$ cat src/rtl/u8d_pkg.sv
// u8d_pkg: shared types and constants for the UTF-8 decoder.
// No dependencies; used by the channel interfaces and the top level.

package u8d_pkg;

  localparam int unsigned CP_W   = 21;
  localparam int unsigned BYTE_W = 8;
  localparam int unsigned CNT_W  = 3;

  localparam logic [CP_W-1:0] MAX_CP_RESET = 21'h10FFFF;

  localparam logic [BYTE_W-1:0] LEAD2_MASK = 8'hE0;
  localparam logic [BYTE_W-1:0] LEAD2_PAT  = 8'hC0;
  localparam logic [BYTE_W-1:0] LEAD3_MASK = 8'hF0;
  localparam logic [BYTE_W-1:0] LEAD3_PAT  = 8'hE0;
  localparam logic [BYTE_W-1:0] LEAD4_MASK = 8'hF8;
  localparam logic [BYTE_W-1:0] LEAD4_PAT  = 8'hF0;
  localparam logic [BYTE_W-1:0] CONT_MASK  = 8'hC0;
  localparam logic [BYTE_W-1:0] CONT_PAT   = 8'h80;
  localparam logic [BYTE_W-1:0] ASCII_MAX  = 8'h7F;

  typedef enum logic [2:0] {
    ST_OK        = 3'd0,
    ST_BAD_LEAD  = 3'd1,
    ST_BAD_CONT  = 3'd2,
    ST_TRUNCATED = 3'd3,
    ST_ABOVE_MAX = 3'd4
  } status_t;

  typedef logic [CNT_W-1:0] cnt_t;
  typedef logic [CP_W-1:0]  cp_t;

endpackage

$ cat src/rtl/u8d_if.sv
// Valid/ready channel interfaces for the UTF-8 decoder: byte input,
// code point result and max_codepoint configuration write. Uses u8d_pkg.

interface u8d_in_if import u8d_pkg::*; ();
  logic              valid;
  logic              ready;
  logic [BYTE_W-1:0] data_byte;
  logic              end_of_string;

  modport source (output valid, data_byte, end_of_string, input ready);
  modport sink   (input valid, data_byte, end_of_string, output ready);
endinterface

interface u8d_out_if import u8d_pkg::*; ();
  logic    valid;
  logic    ready;
  cp_t     codepoint;
  status_t status;
  logic    last;

  modport source (output valid, codepoint, status, last, input ready);
  modport sink   (input valid, codepoint, status, last, output ready);
endinterface

interface u8d_cfg_if import u8d_pkg::*; ();
  logic valid;
  logic ready;
  cp_t  max_codepoint;

  modport source (output valid, max_codepoint, input ready);
  modport sink   (input valid, max_codepoint, output ready);
endinterface

$ cat src/rtl/utf8_to_codepoint_decoder.sv
// UTF-8 to code point decoder, top level.
// Depends on u8d_pkg and the channel interfaces in u8d_if.sv.
//
// One byte is taken per clock and its result, if any, appears in the output
// register on the next cycle; a new byte is accepted every cycle unless a
// held result is stalled by the sink. The whole decode step for a byte is one
// level of logic between the string state registers and the result register.
// A completed character in range gives its code point; the end byte always
// gives exactly one result with last set. The first error is reported at once
// and held; later bytes are silent until the end byte, which repeats it.
// max_codepoint may only be rewritten while the decoder is idle.

module utf8_to_codepoint_decoder
  import u8d_pkg::*;
(
  input  logic      clk,
  input  logic      rst_n,
  u8d_in_if.sink    in_ch,
  u8d_out_if.source out_ch,
  u8d_cfg_if.sink   cfg_ch
);

  cp_t     max_cp_r;
  cnt_t    exp_r, exp_nxt;
  cnt_t    seen_r, seen_nxt;
  cp_t     acc_r, acc_nxt;
  logic    err_r, err_nxt;
  status_t err_st_r, err_st_nxt;

  logic    out_valid_r;
  cp_t     out_cp_r, out_cp_nxt;
  status_t out_st_r, out_st_nxt;
  logic    out_last_r, out_last_nxt;
  logic    emit;

  logic    in_fire;

  assign cfg_ch.ready = 1'b1;
  assign in_ch.ready  = !out_valid_r || out_ch.ready;
  assign in_fire      = in_ch.valid && in_ch.ready;

  assign out_ch.valid     = out_valid_r;
  assign out_ch.codepoint = out_cp_r;
  assign out_ch.status    = out_st_r;
  assign out_ch.last      = out_last_r;

  always_comb begin
    logic [BYTE_W-1:0] b;
    logic              eos;
    logic              fin_req;
    cp_t               fin_cp;
    logic              err_req;
    status_t           err_code;
    cp_t               acc_shift;
    cnt_t              seen_inc;

    b         = in_ch.data_byte;
    eos       = in_ch.end_of_string;
    fin_req   = 1'b0;
    fin_cp    = '0;
    err_req   = 1'b0;
    err_code  = ST_OK;
    acc_shift = {acc_r[CP_W-7:0], b[5:0]};
    seen_inc  = seen_r + cnt_t'(1);

    exp_nxt      = exp_r;
    seen_nxt     = seen_r;
    acc_nxt      = acc_r;
    err_nxt      = err_r;
    err_st_nxt   = err_st_r;
    emit         = 1'b0;
    out_cp_nxt   = '0;
    out_st_nxt   = ST_OK;
    out_last_nxt = eos;

    if (err_r) begin
      if (eos) begin
        emit       = 1'b1;
        out_st_nxt = err_st_r;
      end
    end else if (exp_r == '0) begin
      if (b <= ASCII_MAX) begin
        fin_req = 1'b1;
        fin_cp  = cp_t'(b);
      end else if ((b & LEAD2_MASK) == LEAD2_PAT) begin
        exp_nxt  = cnt_t'(2);
        acc_nxt  = cp_t'(b[4:0]);
        seen_nxt = cnt_t'(1);
        if (eos) begin
          err_req  = 1'b1;
          err_code = ST_TRUNCATED;
        end
      end else if ((b & LEAD3_MASK) == LEAD3_PAT) begin
        exp_nxt  = cnt_t'(3);
        acc_nxt  = cp_t'(b[3:0]);
        seen_nxt = cnt_t'(1);
        if (eos) begin
          err_req  = 1'b1;
          err_code = ST_TRUNCATED;
        end
      end else if ((b & LEAD4_MASK) == LEAD4_PAT) begin
        exp_nxt  = cnt_t'(4);
        acc_nxt  = cp_t'(b[2:0]);
        seen_nxt = cnt_t'(1);
        if (eos) begin
          err_req  = 1'b1;
          err_code = ST_TRUNCATED;
        end
      end else begin
        err_req  = 1'b1;
        err_code = ST_BAD_LEAD;
      end
    end else if ((b & CONT_MASK) != CONT_PAT) begin
      err_req  = 1'b1;
      err_code = ST_BAD_CONT;
    end else begin
      acc_nxt  = acc_shift;
      seen_nxt = seen_inc;
      if (seen_inc >= exp_r) begin
        fin_req = 1'b1;
        fin_cp  = acc_shift;
      end else if (eos) begin
        err_req  = 1'b1;
        err_code = ST_TRUNCATED;
      end
    end

    if (fin_req) begin
      exp_nxt  = '0;
      seen_nxt = '0;
      acc_nxt  = '0;
      if (fin_cp > max_cp_r) begin
        err_req  = 1'b1;
        err_code = ST_ABOVE_MAX;
      end else begin
        emit       = 1'b1;
        out_cp_nxt = fin_cp;
      end
    end

    if (err_req) begin
      exp_nxt    = '0;
      seen_nxt   = '0;
      acc_nxt    = '0;
      err_nxt    = 1'b1;
      err_st_nxt = err_code;
      emit       = 1'b1;
      out_cp_nxt = '0;
      out_st_nxt = err_code;
    end

    // end of string: back to a fresh string
    if (eos) begin
      exp_nxt    = '0;
      seen_nxt   = '0;
      acc_nxt    = '0;
      err_nxt    = 1'b0;
      err_st_nxt = ST_OK;
    end
  end

  always_ff @(posedge clk) begin
    if (!rst_n) begin
      max_cp_r    <= MAX_CP_RESET;
      exp_r       <= '0;
      seen_r      <= '0;
      acc_r       <= '0;
      err_r       <= 1'b0;
      err_st_r    <= ST_OK;
      out_valid_r <= 1'b0;
    end else begin
      if (cfg_ch.valid) begin
        max_cp_r <= cfg_ch.max_codepoint;
      end
      if (in_fire) begin
        exp_r    <= exp_nxt;
        seen_r   <= seen_nxt;
        acc_r    <= acc_nxt;
        err_r    <= err_nxt;
        err_st_r <= err_st_nxt;
      end
      if (in_fire && emit) begin
        out_valid_r <= 1'b1;
      end else if (out_ch.ready) begin
        out_valid_r <= 1'b0;
      end
    end
  end

  always_ff @(posedge clk) begin
    if (in_fire && emit) begin
      out_cp_r   <= out_cp_nxt;
      out_st_r   <= out_st_nxt;
      out_last_r <= out_last_nxt;
    end
  end

  a_err_zero_cp: assert property (@(posedge clk) disable iff (!rst_n)
    out_valid_r && (out_st_r != ST_OK) |-> out_cp_r == '0)
    else $error("error result with nonzero code point");

  a_err_idle_seq: assert property (@(posedge clk) disable iff (!rst_n)
    err_r |-> (exp_r == '0) && (seen_r == '0) && (err_st_r != ST_OK))
    else $error("latched error with open sequence");

  a_seq_bounds: assert property (@(posedge clk) disable iff (!rst_n)
    (exp_r != '0) |-> (seen_r != '0) && (seen_r < exp_r) && !err_r)
    else $error("sequence counters out of range");

  a_eos_result: assert property (@(posedge clk) disable iff (!rst_n)
    in_fire && in_ch.end_of_string |=> out_valid_r && out_last_r)
    else $error("end byte gave no last result");

  a_eos_clears: assert property (@(posedge clk) disable iff (!rst_n)
    in_fire && in_ch.end_of_string |=> !err_r && (exp_r == '0))
    else $error("string state not cleared at end byte");

endmodule

$ cat src/flat_wrapper.sv
// flat-port wrapper written by rule: the top's interface ports become plain ports
module utf8_to_codepoint_decoder_flat import u8d_pkg::*;
  (clk, rst_n, in_ch_valid, in_ch_data_byte, in_ch_end_of_string, in_ch_ready, out_ch_valid, out_ch_codepoint, out_ch_status, out_ch_last, out_ch_ready, cfg_ch_valid, cfg_ch_max_codepoint, cfg_ch_ready);
  u8d_in_if in_ch_i ();
  u8d_out_if out_ch_i ();
  u8d_cfg_if cfg_ch_i ();
  input  logic clk;
  input  logic rst_n;
  input wire logic [$bits(in_ch_i.valid)-1:0] in_ch_valid;
  input wire logic [$bits(in_ch_i.data_byte)-1:0] in_ch_data_byte;
  input wire logic [$bits(in_ch_i.end_of_string)-1:0] in_ch_end_of_string;
  output wire logic [$bits(in_ch_i.ready)-1:0] in_ch_ready;
  output wire logic [$bits(out_ch_i.valid)-1:0] out_ch_valid;
  output wire logic [$bits(out_ch_i.codepoint)-1:0] out_ch_codepoint;
  output wire logic [$bits(out_ch_i.status)-1:0] out_ch_status;
  output wire logic [$bits(out_ch_i.last)-1:0] out_ch_last;
  input wire logic [$bits(out_ch_i.ready)-1:0] out_ch_ready;
  input wire logic [$bits(cfg_ch_i.valid)-1:0] cfg_ch_valid;
  input wire logic [$bits(cfg_ch_i.max_codepoint)-1:0] cfg_ch_max_codepoint;
  output wire logic [$bits(cfg_ch_i.ready)-1:0] cfg_ch_ready;
  assign in_ch_i.valid = in_ch_valid;
  assign in_ch_i.data_byte = in_ch_data_byte;
  assign in_ch_i.end_of_string = in_ch_end_of_string;
  assign in_ch_ready = in_ch_i.ready;
  assign out_ch_valid = out_ch_i.valid;
  assign out_ch_codepoint = out_ch_i.codepoint;
  assign out_ch_status = out_ch_i.status;
  assign out_ch_last = out_ch_i.last;
  assign out_ch_i.ready = out_ch_ready;
  assign cfg_ch_i.valid = cfg_ch_valid;
  assign cfg_ch_i.max_codepoint = cfg_ch_max_codepoint;
  assign cfg_ch_ready = cfg_ch_i.ready;
  utf8_to_codepoint_decoder u_core (.clk(clk), .rst_n(rst_n), .in_ch(in_ch_i), .out_ch(out_ch_i), .cfg_ch(cfg_ch_i));
endmodule
$ cat config.mk
export PLATFORM = sky130hd
export DESIGN_NAME = utf8_to_codepoint_decoder_flat
export DESIGN_NICKNAME = d
export VERILOG_FILES = /design/src/rtl/u8d_pkg.sv /design/src/rtl/u8d_if.sv /design/src/rtl/utf8_to_codepoint_decoder.sv /design/src/flat_wrapper.sv
export SDC_FILE = /design/constraint.sdc
export NUM_CORES = 1
export LEC_CHECK = 0
export BUFFER_PORTS_ARGS = -buffer_cell sky130_fd_sc_hd__buf_2
export CELL_PAD_IN_SITES_DETAIL_PLACEMENT = 1
export CELL_PAD_IN_SITES_GLOBAL_PLACEMENT = 2
export CORE_ASPECT_RATIO = 0.7
export CORE_UTILIZATION = 33
export CTS_BUF_LIST = sky130_fd_sc_hd__clkbuf_8
export DETAILED_ROUTE_END_ITERATION = 10
export GPL_ROUTABILITY_DRIVEN = 0
export PLACE_DENSITY = 0.89
export SETUP_SLACK_MARGIN = 0.05
export SYNTH_ARGS = -nofsm -noshare
export SYNTH_HDL_FRONTEND = slang
export SYNTH_SLANG_ARGS = --single-unit
$ cat constraint.sdc
create_clock -name clk -period 3.81 [get_ports clk]
set_input_delay 0.381 -clock clk [delete_from_list [all_inputs] [get_ports clk]]
set_output_delay 0.381 -clock clk [all_outputs]
set_load 0.005 [all_outputs]
Word-level counts from Yosys, hierarchy flattened
Index checks and enable logic that the tools add are counted.
{"block": "totals", "ff_bits": 72, "latchBits": 0, "ram_bits": 0, "romBits": 0, "input_bits": 35, "output_inout_bits": 28, "wordCells": 111, "mem_count": 0}
{"block": "classes", "n_addsub": 1, "n_mul": 0, "div_mod_pow": 0, "order_cmp": 3, "n_eq_ne": 9, "shifts": 0, "muxes": 74, "bitwise_logic": 1, "reduce_logical": 13}
{"op": "$mux 15", "n": 10}
{"op": "$mux 3", "n": 34}
{"op": "$mux 21", "n": 4}
{"op": "$mux 1", "n": 24}
{"op": "$gt 21x21->1", "n": 1}
{"op": "$reduce_and 5->1", "n": 2}
{"op": "$le 8x7->1 const B", "n": 1}
{"op": "$mux 8", "n": 1}
{"op": "$ne 4x4->1 const B", "n": 2}
{"op": "$ne 7x7->1 const B", "n": 1}
{"op": "$reduce_bool 6->1", "n": 1}
{"op": "$eq 5x5->1 const B", "n": 1}
{"op": "$ne 5x4->1 const B", "n": 1}
{"op": "$ne 5x5->1 const B", "n": 1}
{"op": "$eq 4x4->1 const B", "n": 1}
{"op": "$reduce_bool 2->1", "n": 2}
{"op": "$reduce_bool 4->1", "n": 1}
{"op": "$add 3x1->3 const B", "n": 1}
{"op": "$eq 3x3->1 const B", "n": 1}
{"op": "$ge 3x3->1", "n": 1}
{"op": "$logic_not 3->1", "n": 1}
{"op": "$reduce_or 3->1", "n": 1}
{"op": "$logic_and 1x1->1", "n": 2}
{"op": "$mux 2", "n": 1}
{"op": "5 further kinds", "n": 5}

Logic depth before layout (Yosys ltp)
Gate-level depths: netlist (run 1).
{"block": "depth", "ltp_word": 12, "depth_mapped": 16, "ltp_nobuf": 15}

Worst setup path after synthesis (run 1)
Ideal clock, no wire load.
{"block": "synth_timing", "kind": "register to register", "from": "register u_core.seen_r[0]", "to": "register u_core.out_cp_r[11] (netlist: u_core.out_ch.codepoint[11]), data pin", "setup_time_ns": 0.131, "arrival_ns": 3.677, "required_time_ns": 3.679, "setup_slack_ns": 0.002, "stages_incl_launch_ff": 17, "n_path_buf": 1, "synth_period_minus_slack_ns": 3.808, "cell_sequence": "dfxtp_1 > ha_1 > xor2_1 > ha_1 > a21o_1 > a31oi_1 > or2_2 > a21oi_1 > and2_1 > ha_1 > and4_1 > a221o_1 > a211oi_2 > nand3_2 > a211oi_4 > buf_6 > and2_1"}
{"block": "synth_via", "elab_chain_cells": 10, "elab_cells_between_ends": 19, "classes_between": "add/sub (1); order compare (2); mux (14); bitwise (1); reduce/logical (1)"}
{"item": "start: declaration", "line_no": "utf8_to_codepoint_decoder.sv:25", "text": "cnt_t seen_r, seen_nxt;"}
{"item": "start signal: assignment", "line_no": "utf8_to_codepoint_decoder.sv:177", "text": "seen_r <= seen_nxt;"}
{"item": "$add 3x1->3 *", "line_no": "utf8_to_codepoint_decoder.sv:64", "text": "seen_inc = seen_r + cnt_t'(1);"}
{"item": "$ge 3x3->1 *", "line_no": "utf8_to_codepoint_decoder.sv:119", "text": "if (seen_inc >= exp_r) begin"}
{"item": "$mux 21", "line_no": "utf8_to_codepoint_decoder.sv:119"}
{"item": "$mux 21", "line_no": "utf8_to_codepoint_decoder.sv:113", "text": "end else if ((b & CONT_MASK) != CONT_PAT) begin"}
{"item": "$mux 21", "line_no": "utf8_to_codepoint_decoder.sv:81", "text": "end else if (exp_r == '0) begin"}
{"item": "$mux 21", "line_no": "utf8_to_codepoint_decoder.sv:76", "text": "if (err_r) begin"}
{"item": "$gt 21x21->1", "line_no": "utf8_to_codepoint_decoder.sv:132", "text": "if (fin_cp > max_cp_r) begin"}
{"item": "$mux 1", "line_no": "utf8_to_codepoint_decoder.sv:132"}
{"item": "$mux 1", "line_no": "utf8_to_codepoint_decoder.sv:128", "text": "if (fin_req) begin"}
{"item": "$reduce_or 3->1 (no line)"}
{"item": "end signal: assignment", "line_no": "utf8_to_codepoint_decoder.sv:192", "text": "out_cp_r <= out_cp_nxt;"}
{"item": "end: declaration", "line_no": "utf8_to_codepoint_decoder.sv:31", "text": "cp_t out_cp_r, out_cp_nxt;"}
Every way passes the cells marked *; elsewhere a longest branch is shown, timed or not.
A chain may end at the register's enable or synchronous reset.

Worst setup path in the final report (run 1)
{"block": "layout_timing", "from": "register u_core.seen_r[0]", "to": "register u_core.out_cp_r[12] (netlist: u_core.out_ch.codepoint[12]), data pin"}
Same word-level chain as after synthesis.

==> metrics.cfg, run 1 <==
[drt]
vias=3021
drt_iter0_markers=172
routed_wl_um=9937
drc_errors=0
detail-route-antenna-nets=0
detail_route.vias_per_cell=5.245
wl_per_cell_um=17.25
firstDrtPassIters=4

[timing]
finClkSkew_ns=0.009305
maxSlewHeadroom=0.4601
hold_viol=0
setup_viol=0
worst_slew_pin_slew_ns=0.8095
fmax_ghz=0.2673
final.setup.tns_ns=0
rsz0062_at_grt=yes
report.final.slew_viol_count=0
layout_min_cycle_time_ns=3.741
period_share=0.9820
finalWorstSetupSlack_ns=0.06870

[logic_synthesis]
ys_warn_count=0
synth.top_cell.area_share=0.2620
synthTopCellsByArea=dfxtp_1 (26%), edfxtp_1 (21%), ha_1 (8.7%)
yosys.cell_types.count=54
synth_cells=363
mappedNetlistNets=423
synth-edff-count=25
ys_seq_elements=72
synthesis.area_um2=3591
synth-async-reset-ratio=0
yosysSeqAreaShare=0.4711
avgSynthCellArea_um2=9.892
synthFlopType=dfxtp_1
yosysTopAreaCell=dfxtp_1

[worst_hold_path]
hp-start=cfg_ch_max_codepoint[14]
hold_path.class=in2reg

[cts]
h-tree-depth=3
cts_tree=yes
clkTransAtPathRegs_ns=0.09
clk_root_buffer_cell=clkbuf_8
clkSinkCount=72
cts_buffers=9
cts-hold-fix-buffers=0
clock_latency_ns=0.37
cts_max_path_buffers=2

[worst_setup_path]
timing.rr.start=u_core.seen_r[0]
crit_type=reg2reg
cp_cell_sequence=ha_4 > xor2_1 > ha_1 > buf_4 > a31oi_4 > or2_4 > a21oi_4 > and2_4 > ha_1 > a211o_1 > a221o_1 > a211oi_2 > nand3_2 > a211oi_4 > buf_12 > and2_1
critPathLaunchType=register
critPathLaunch=u_core.seen_r[0]
cp_slowest_cell=dfxtp_2
endpoint_kind=register
critPathRequiredTime_ns=4.05
arrival_ns=3.99
critPathMostFrequentCell=ha_1
max_stage_delay_ns=0.35
cp_max_fo=14

[grt]
grt_use_met1=0.2535
antenna_found_initial=0
grt.total_usage=0.1890
grt_pass1_vias=3077
grt-ovfl-total=0
grt_max_degree=38
grt_util_met3=0.04788
grt_pass1_wl_um=15940
gr-usage-met2=0.3034
busiest_layer=met2

[power_and_ir_drop]
power.total_mw=1.747
p_leak_nw=2.066
p_per_area_nw_per_um2=387.8
ir_drop_v=0.0001850

[placed_design]
dpl.hpwl_um=7264
portBuffers=61
preCtsSetupSlack_ns=-0.1512

[die]
dieArea_um2=11310
start_util=0.3429
core-area_um2=10470
die_w_um=126.7
fp.dieH_um=89.28
io_pins=63
rows=31

[flow_run]
cap_viol_max_count=0

[run_status]
status=completed

[final_layout]
syn_to_final_growth_pct=25.44
n_fill_cell=1190
nNetsFinal=499
drive_gt1_frac=0.2883
multi_input_area_um2=1809
num_antenna_cells=0
seq_area_um2=1694

==> stage by stage <==
step                      std cells  utilization  hold WS [ns]  cell area, µm²
after floorplan                 363            -        0.4460            3597
after global placement          557       0.3967        0.4619            4154
after detailed placement        557       0.3967        0.4689            4154
after CTS                       573       0.4206        0.2111            4404
after global routing            576       0.4301        0.2248            4504
final                           576       0.4301        0.2293            4504
==> logic make-up (layout without fill, tap and decap cells) <==
kind of cell	Yosys count	count (layout)	share of synthesized area
AOI/OAI and AO/OA	87	87	0.1850
xor gates and xnor gates	1	1	0.002439
adders and majority gates	25	25	0.08711
buffers and inverters	46	127	0.05331
DFF	72	72	0.4711
muxes	5	5	0.01394
other	1	1	0.001044
and+or+nand+nor	126	126	0.1861
==> repair_timing <==
item	in CTS	in global routing
pin swaps	2	10
endpoints found under the setup margin	20	26
resized for setup	5	18
setup buffers	0	3
==> where the power goes <==
| group | internal, mW | leakage, nW | switching (mW) |
|---|---|---|---|
| combinational | 0.0810 | 1.32 | 0.120 |
| clock | 0.375 | 0.110 | 0.327 |
| sequential | 0.832 | 0.635 | 0.0124 |
| total | 1.29 | 2.07 | 0.459 |
==> synthesized netlist by cell type (2+ instances only) <==
library cell / instances
a211o_1: 2
ha_1: 25
buf_4: 2
mux2i_1: 5
o21a_1: 2
nand3_1: 6
a32oi_1: 3
a22oi_1: 3
o21ai_0: 7
nor2b_1: 2
nor2_1: 15
o211ai_1: 18
nand2b_1: 4
nor3_2: 2
a31oi_1: 3
a22o_1: 13
clkbuf_1: 13
edfxtp_1: 25
o2111ai_1: 2
dfxtp_1: 47
nand2_1: 35
a21oi_1: 17
and2_1: 26
a32o_1: 3
inv_1: 27
nor3_1: 3
a21o_1: 2
o41ai_1: 3
buf_2: 2
and3_1: 16
nand4_1: 7
==> cells in the final DEF, fill, tap and decap left out, drive strengths merged, types with 3 or more instances in the layout <==
master,count
buf,83
o211ai,18
a211oi,3
nor2,16
nor3,5
edfxtp,25
ha,25
mux2i,5
clkbuf,9
and2,27
nand4,7
a22oi,3
o41ai,3
nand2b,4
a32o,3
and3,16
nand3,7
a31oi,3
dfxtp,47
a32oi,3
inv,29
clkinv,3
nand2,36
a21oi,18
a22o,13
o21ai,7
==> cell type report <==
class                           instances  area share
Clock buffer                            9     0.02750
Clock inverter                          7     0.02278
Inverter                               28     0.02361
Multi-Input combinational cell        245      0.4017
Sequential cell                        72      0.3761
Tap cell                              132     0.03667
Timing Repair Buffer                   83      0.1117
==> critical path, delay by kind of cell, from the launching register on <==
kind,cells,cell delay [ns]
adder cells (fa/ha/maj),3,0.71
AO/OA/AOI/OAI,6,1.39
AND/OR/NAND/NOR,4,0.72
buffers and inverters,2,0.29
XOR/XNOR,1,0.14
flip-flops,1,0.35
==> flip-flops by register name, indices dropped and copies added (netlist names) <==
register / count
u_core.exp_r: 3
u_core.seen_r: 3
u_core.max_cp_r: 21
u_core.acc_r: 15
u_core.err_st_r: 3
u_core.err_r: 1
u_core.out_ch.codepoint: 21
u_core.out_ch.last: 1
u_core.out_ch.status: 3
u_core.out_ch.valid: 1
==> final timing paths <==
| path | to | slack, ns | cells after the start |
|---|---|---|---|
| setup / recovery | u_core.out_ch.codepoint[12] | 0.07 | 16 |
| hold / removal | u_core.max_cp_r[14] | 0.23 | 3 |
| setup reg to reg | u_core.out_ch.codepoint[12] | 0.07 | 16 |
| hold reg to reg | u_core.max_cp_r[3] | 0.49 | 2 |
==> metal layers <==
| metal | share of wire | wire, µm | vias up |
|---|---|---|---|
| met5 | 0 | 0 | - |
| met4 | 0.011 | 106 | 0 |
| met3 | 0.042 | 421 | 9 |
| met2 | 0.45 | 4509 | 62 |
| met1 | 0.49 | 4900 | 1482 |
| li1 | - | - | 1468 |
No activity file was read; power rests on OpenSTA's default activity.
==> run 2, diff against run 1 <==
--- a/config.mk
+++ b/config.mk
@@ -9,10 +9,12 @@
 export CELL_PAD_IN_SITES_DETAIL_PLACEMENT = 1
 export CELL_PAD_IN_SITES_GLOBAL_PLACEMENT = 2
 export CORE_ASPECT_RATIO = 0.7
+export CORE_MARGIN = 4
 export CORE_UTILIZATION = 33
 export CTS_BUF_LIST = sky130_fd_sc_hd__clkbuf_8
 export DETAILED_ROUTE_END_ITERATION = 10
 export GPL_ROUTABILITY_DRIVEN = 0
+export GPL_TIMING_DRIVEN = 0
 export PLACE_DENSITY = 0.89
 export SETUP_SLACK_MARGIN = 0.05
 export SYNTH_ARGS = -nofsm -noshare
==> run 2 against run 1 <==
Against the previous run:
- the flow now finishes with violations (negative setup slack)
- global-route usage fell by 1.3 points
- register-to-register slack got worse by 0.11 ns
- total power rose by 3.2%
- critical path depth rose by 1
- combinational power rose by 4%
- hold slack improved by 0.0025 ns
- sequential power barely moved
- core utilization rose by 0.93 points
- clock-buffer cell count did not move
- highest routed layer unchanged
==> metrics.cfg, run 2 (synthesis gave the netlist of run 1 again) <==
[placed_design]
portBuffers=60
placed_cell_area_um2=4094
dpl.hpwl_um=7908
place_inst=556

[cts]
cts_tree=yes
clock_latency_ns=0.37
clkSinkCount=72
cts-hold-fix-buffers=0
cts_max_path_buffers=2
cts_buffers=9
clk_root_buffer_cell=clkbuf_8
clkTransAtPathRegs_ns=0.08
h-tree-depth=3

[timing]
layout_min_cycle_time_ns=3.855
worst_slew_pin_slew_ns=0.6996
fmax_ghz=0.2594
final.setup.tns_ns=-0.3471
setup_viol=10
hold_viol=0
maxSlewHeadroom=0.5336
finalWorstSetupSlack_ns=-0.04503
report.final.slew_viol_count=0
finClkSkew_ns=0.005791
timing.hold.ws_ns=0.2318
rsz0062_at_grt=yes
period_share=1.012

[final_layout]
final_cells=589
nNetsFinal=512
layout_common_cells=buf_2 (62), dfxtp_1 (45), nand2_1 (34), inv_1 (27), edfxtp_1 (25)
syn_to_final_growth_pct=28.15
design_area_um2=4602
num_antenna_cells=0
n_fill_cell=1198
drive_gt1_frac=0.2823
layout_commonest_cell=buf_2

[drt]
drt_iter0_markers=165
highest_layer=met4
drt-met1-wl_um=5159
detail-route-antenna-nets=0
firstDrtPassIters=4
vias=3092
wl_per_cell_um=18.33
detail_route.vias_per_cell=5.250
route.met2.wl_um=4838
drc_errors=0
route.met3.wl_um=670
routed_wl_um=10800

[flow_run]
cap_viol_max_count=0

[power_and_ir_drop]
p_sw_frac=0.2501
power.total_mw=1.803
p_per_area_nw_per_um2=391.7
pwr-share-comb=0.116
p_clk_frac=0.416
ir_drop_v=0.0002274
p_leak_nw=2.103
internal-power_mw=1.352
p_sw_uw=450.9
power_frac_seq=0.468

[worst_hold_path]
hp-start=cfg_ch_max_codepoint[5]
hold_path.class=in2reg

[die]
fp.dieH_um=95.28
dieArea_um2=12640
io_pins=63
core-area_um2=10470
start_util=0.3429
die_w_um=132.7
rows=31

[run_status]
violations=negative setup slack
status=finished with violations

[grt]
grt-ovfl-total=0
antenna_found_initial=0
grt_pass1_wl_um=17180
grt_max_degree=18
grt_pass1_vias=3199
grt.total_usage=0.1760

[worst_setup_path]
endpoint_kind=register
timing.rr.start=u_core.seen_r[1]
cp_max_fo=6
cp_slowest_cell=a221o_1
critPathRequiredTime_ns=4.04
crit_type=reg2reg
critPathLaunchType=register
arrival_ns=4.09
critPathLaunch=u_core.seen_r[1]
max_stage_delay_ns=0.37
cp_cell_sequence=ha_4 > xor2_1 > ha_1 > buf_4 > a31oi_4 > or2_4 > a21oi_4 > and2_4 > ha_4 > a211o_1 > a221o_1 > a211oi_2 > nand3_2 > a211oi_4 > buf_6 > buf_6 > and2_1

[run 2: final timing paths]
check | endpoint | slack, ns | cells past startpoint
worst max-delay path | u_core.out_ch.codepoint[20] | -0.05 | 17
worst min register to register | u_core.max_cp_r[11] | 0.49 | 2
worst max register to register | u_core.out_ch.codepoint[20] | -0.05 | 17
worst min-delay path | u_core.max_cp_r[5] | 0.23 | 3
[run 2: power groups by stage]
stage	combinational [mW]	clock, mW	sequential (mW)
global route	0.232	0.801	0.848
CTS	0.206	0.769	0.845
finish	0.208	0.750	0.844
detailed placement	0.191	0	0.862
floorplan	0.103	0	0.862
global placement	0.177	0	0.862
[run 2: critical path, delay by kind of cell (launching register included)]
family / cells / cell delay, ns
AOI/OAI and AO/OA: 6 / 1.42
and+or+nand+nor: 4 / 0.76
buffers and inverters: 3 / 0.38
DFF: 1 / 0.34
xor gates and xnor gates: 1 / 0.14
adders and majority gates: 3 / 0.67
[run 2: what timing repair did]
action | CTS | global route
setup endpoints to repair | 26 | 26
setup buffers | 10 | 6
cloned | 1 | 0
gates resized for setup | 21 | 6
pin swaps | 15 | 5
[run 2: area by class of cell]
cell class	instances	area, µm²	share of cell area
Multi-Input combinational cell	245	1842	0.4002
Timing Repair Buffer	78	462.9	0.1006
Sequential cell	72	1694	0.3681
Clock inverter	7	118.9	0.02583
Buffer	18	88.84	0.01930
Inverter	28	106.4	0.02311
Tap cell	132	165.2	0.03589
Clock buffer	9	123.9	0.02692
[run 2: metal layers]
layer / up-vias / GRT usage
li1: 1498 / -
met1: 1501 / 0.2415
met2: 80 / 0.2763
met3: 13 / 0.04852
met4: 0 / 0.04585
met5: - / 0
[run 2: through the flow]
| step | util | setup slack [ns] |
|---|---|---|
| finish | 0.4394 | -0.04503 |
| global route | 0.4394 | -0.1848 |
| CTS | 0.4321 | 0.02010 |
| detailed placement | 0.3909 | -0.6505 |
| global placement | 0.3879 | -0.4960 |
| floorplan | - | 0.06050 |
==> run 3, diff against run 2 <==
==> constraint.sdc (replaced) <==
create_clock -name clk -period 3.81 [get_ports clk]
set_input_delay 0 -clock clk [delete_from_list [all_inputs] [get_ports clk]]
set_output_delay 0 -clock clk [all_outputs]
set_load 0.005 [all_outputs]
==> run 3 against run 2 <==
Against the previous run:
- fmax increased by 0.20%
- sequential power about the same
- routed wire length increased by 9.0%
- critical endpoint unchanged
- critical path depth unchanged
- worst setup slack improved by 0.0075 ns
- highest routed layer unchanged
- die area unchanged
- register-to-register slack about the same
- the flow still finishes with violations (negative setup slack)
- combinational power increased by 16%
- non-clock buffer count increased by 34
==> metrics.cfg, run 3 (synthesis gave the netlist of run 1 again) <==
[worst_setup_path]
critPathLaunchType=register
cp_max_fo=6
crit_type=reg2reg
critPathRequiredTime_ns=4.05
arrival_ns=4.08
endpoint_kind=register

[final_layout]
num_antenna_cells=0
layout_common_cells=buf_2 (62), dfxtp_1 (45), nand2_1 (34), dlygate4sd3_1 (29), inv_1 (27)
drive_gt1_frac=0.2974
syn_to_final_growth_pct=40.14
layout_commonest_cell=buf_2
nNetsFinal=546
n_fill_cell=1170
final_cells=623

[drt]
drc_errors=0
wl_per_cell_um=18.89
firstDrtPassIters=4
routed_wl_um=11770
detail_route.vias_per_cell=5.217
vias=3250
detail-route-antenna-nets=0
drt_iter0_markers=143

[cts]
cts_tree=yes
clk_root_buffer_cell=clkbuf_8
h-tree-depth=3
clkTransAtPathRegs_ns=0.08
clkSinkCount=72
clock_latency_ns=0.37
cts_max_path_buffers=2
cts_buffers=9

[timing]
maxSlewHeadroom=0.5284
layout_min_cycle_time_ns=3.848
timing.hold.ws_ns=0.03602
finalWorstSetupSlack_ns=-0.03751
hold_viol=0
setup_viol=10
rsz0062_at_grt=yes
report.final.slew_viol_count=0
finClkSkew_ns=0.01030
worst_slew_pin_slew_ns=0.7074
fmax_ghz=0.2599
period_share=1.010

[grt]
grt-ovfl-total=0
grt.total_usage=0.1832
antenna_found_initial=0
grt_pass1_wl_um=17910
grt_pass1_vias=3390
grt_max_degree=18

[placed_design]
dpl.hpwl_um=7908
portBuffers=60
preCtsSetupSlack_ns=-0.6505
place_inst=556

[worst_hold_path]
hold_path.class=in2reg

[die]
rows=31
core-area_um2=10470
dieArea_um2=12640
io_pins=63
start_util=0.3429
fp.dieH_um=95.28
die_w_um=132.7

[power_and_ir_drop]
ir_drop_v=0.0002319
power_frac_seq=0.458
power.total_mw=1.844
p_sw_uw=469.0
p_leak_nw=2.246
p_per_area_nw_per_um2=366.3
p_sw_frac=0.2544
pwr-share-comb=0.131
internal-power_mw=1.375
p_clk_frac=0.411

[run_status]
status=finished with violations
violations=negative setup slack

[flow_run]
cap_viol_max_count=0

run 3: cell count changes in the layout (fill, tap and decap cells not counted), moves of 2 or more:
| cell | change |
|---|---|
| dlygate4sd3_1 | +29 |
| and3_1 | -3 |
| buf_6 | +3 |
| and2_4 | +2 |
| and2_1 | -2 |
| ha_1 | -3 |
| ha_4 | +3 |
| buf_4 | +2 |
| and3_4 | +3 |
run 3: timing repair:
| action | 4_1_cts | 5_1_grt |
|---|---|---|
| endpoints found under the setup margin | 26 | 26 |
| hold buffers | 29 | 0 |
| hold endpoints to repair | 29 | 0 |
| gates cloned | 1 | 0 |
| resized for setup | 21 | 23 |
| buffers inserted | 10 | 11 |
| pin swaps | 15 | 15 |
run 3: layer usage:
layer / track usage / vias to the layer above / wire (µm)
li1: - / 1562 / -
met2: 0.2895 / 83 / 5463
met1: 0.2516 / 1586 / 5564
met5: 0 / - / 0
met3: 0.04694 / 19 / 554
met4: 0.04931 / 0 / 188
run 3: area by class of cell:
class                      instances  area (µm²)  area share
buffer                            18       92.59     0.01840
clock buffer                       9       123.9     0.02461
clock inverter                     7       118.9     0.02362
inverter                          28       106.4     0.02113
multi-input combinational        245        1933      0.3841
sequential                        72        1694      0.3366
tap                              132       165.2     0.03282
timing repair buffer             112       798.3      0.1586
run 3: path summary, 6_finish.rpt:
check / startpoint / to / slack, ns / cells past startpoint
setup / recovery: u_core.seen_r[1] / u_core.out_ch.codepoint[20] / -0.04 / 17
hold / removal: rst_n / u_core.err_st_r[2] / 0.04 / 3
setup reg to reg: u_core.seen_r[1] / u_core.out_ch.codepoint[20] / -0.04 / 17
hold reg to reg: u_core.max_cp_r[11] / u_core.max_cp_r[11] / 0.49 / 2
run 3: per-stage QoR:
stage	cell area (µm²)	util	setup TNS, ns
floorplan	3597	-	0
global placement	4063	0.3879	-16.31
detailed placement	4094	0.3909	-13.59
CTS	4816	0.4599	0
global route	5032	0.4805	-2.303
finish	5032	0.4805	-0.2702
run 3: worst max-delay path, cell delays in order (launching register included):
cell	delay (ns)
dfxtp_2	0.34
ha_4	0.16
xor2_1	0.14
ha_1	0.32
a21o_1	0.19
a31oi_4	0.22
or2_4	0.19
a21oi_4	0.07
and2_1	0.18
ha_1	0.29
and4_1	0.20
a221o_1	0.39
a211oi_2	0.22
nand3_2	0.17
a211oi_4	0.25
buf_6	0.16
buf_6	0.10
and2_1	0.12
run 3: power groups by stage:
| stage | Clock (mW) | Combinational (mW) | Sequential (mW) |
|---|---|---|---|
| floorplan | 0 | 0.103 | 0.862 |
| global placement | 0 | 0.177 | 0.862 |
| detailed placement | 0 | 0.191 | 0.862 |
| CTS | 0.769 | 0.229 | 0.845 |
| global route | 0.804 | 0.266 | 0.849 |
| finish | 0.757 | 0.242 | 0.845 |
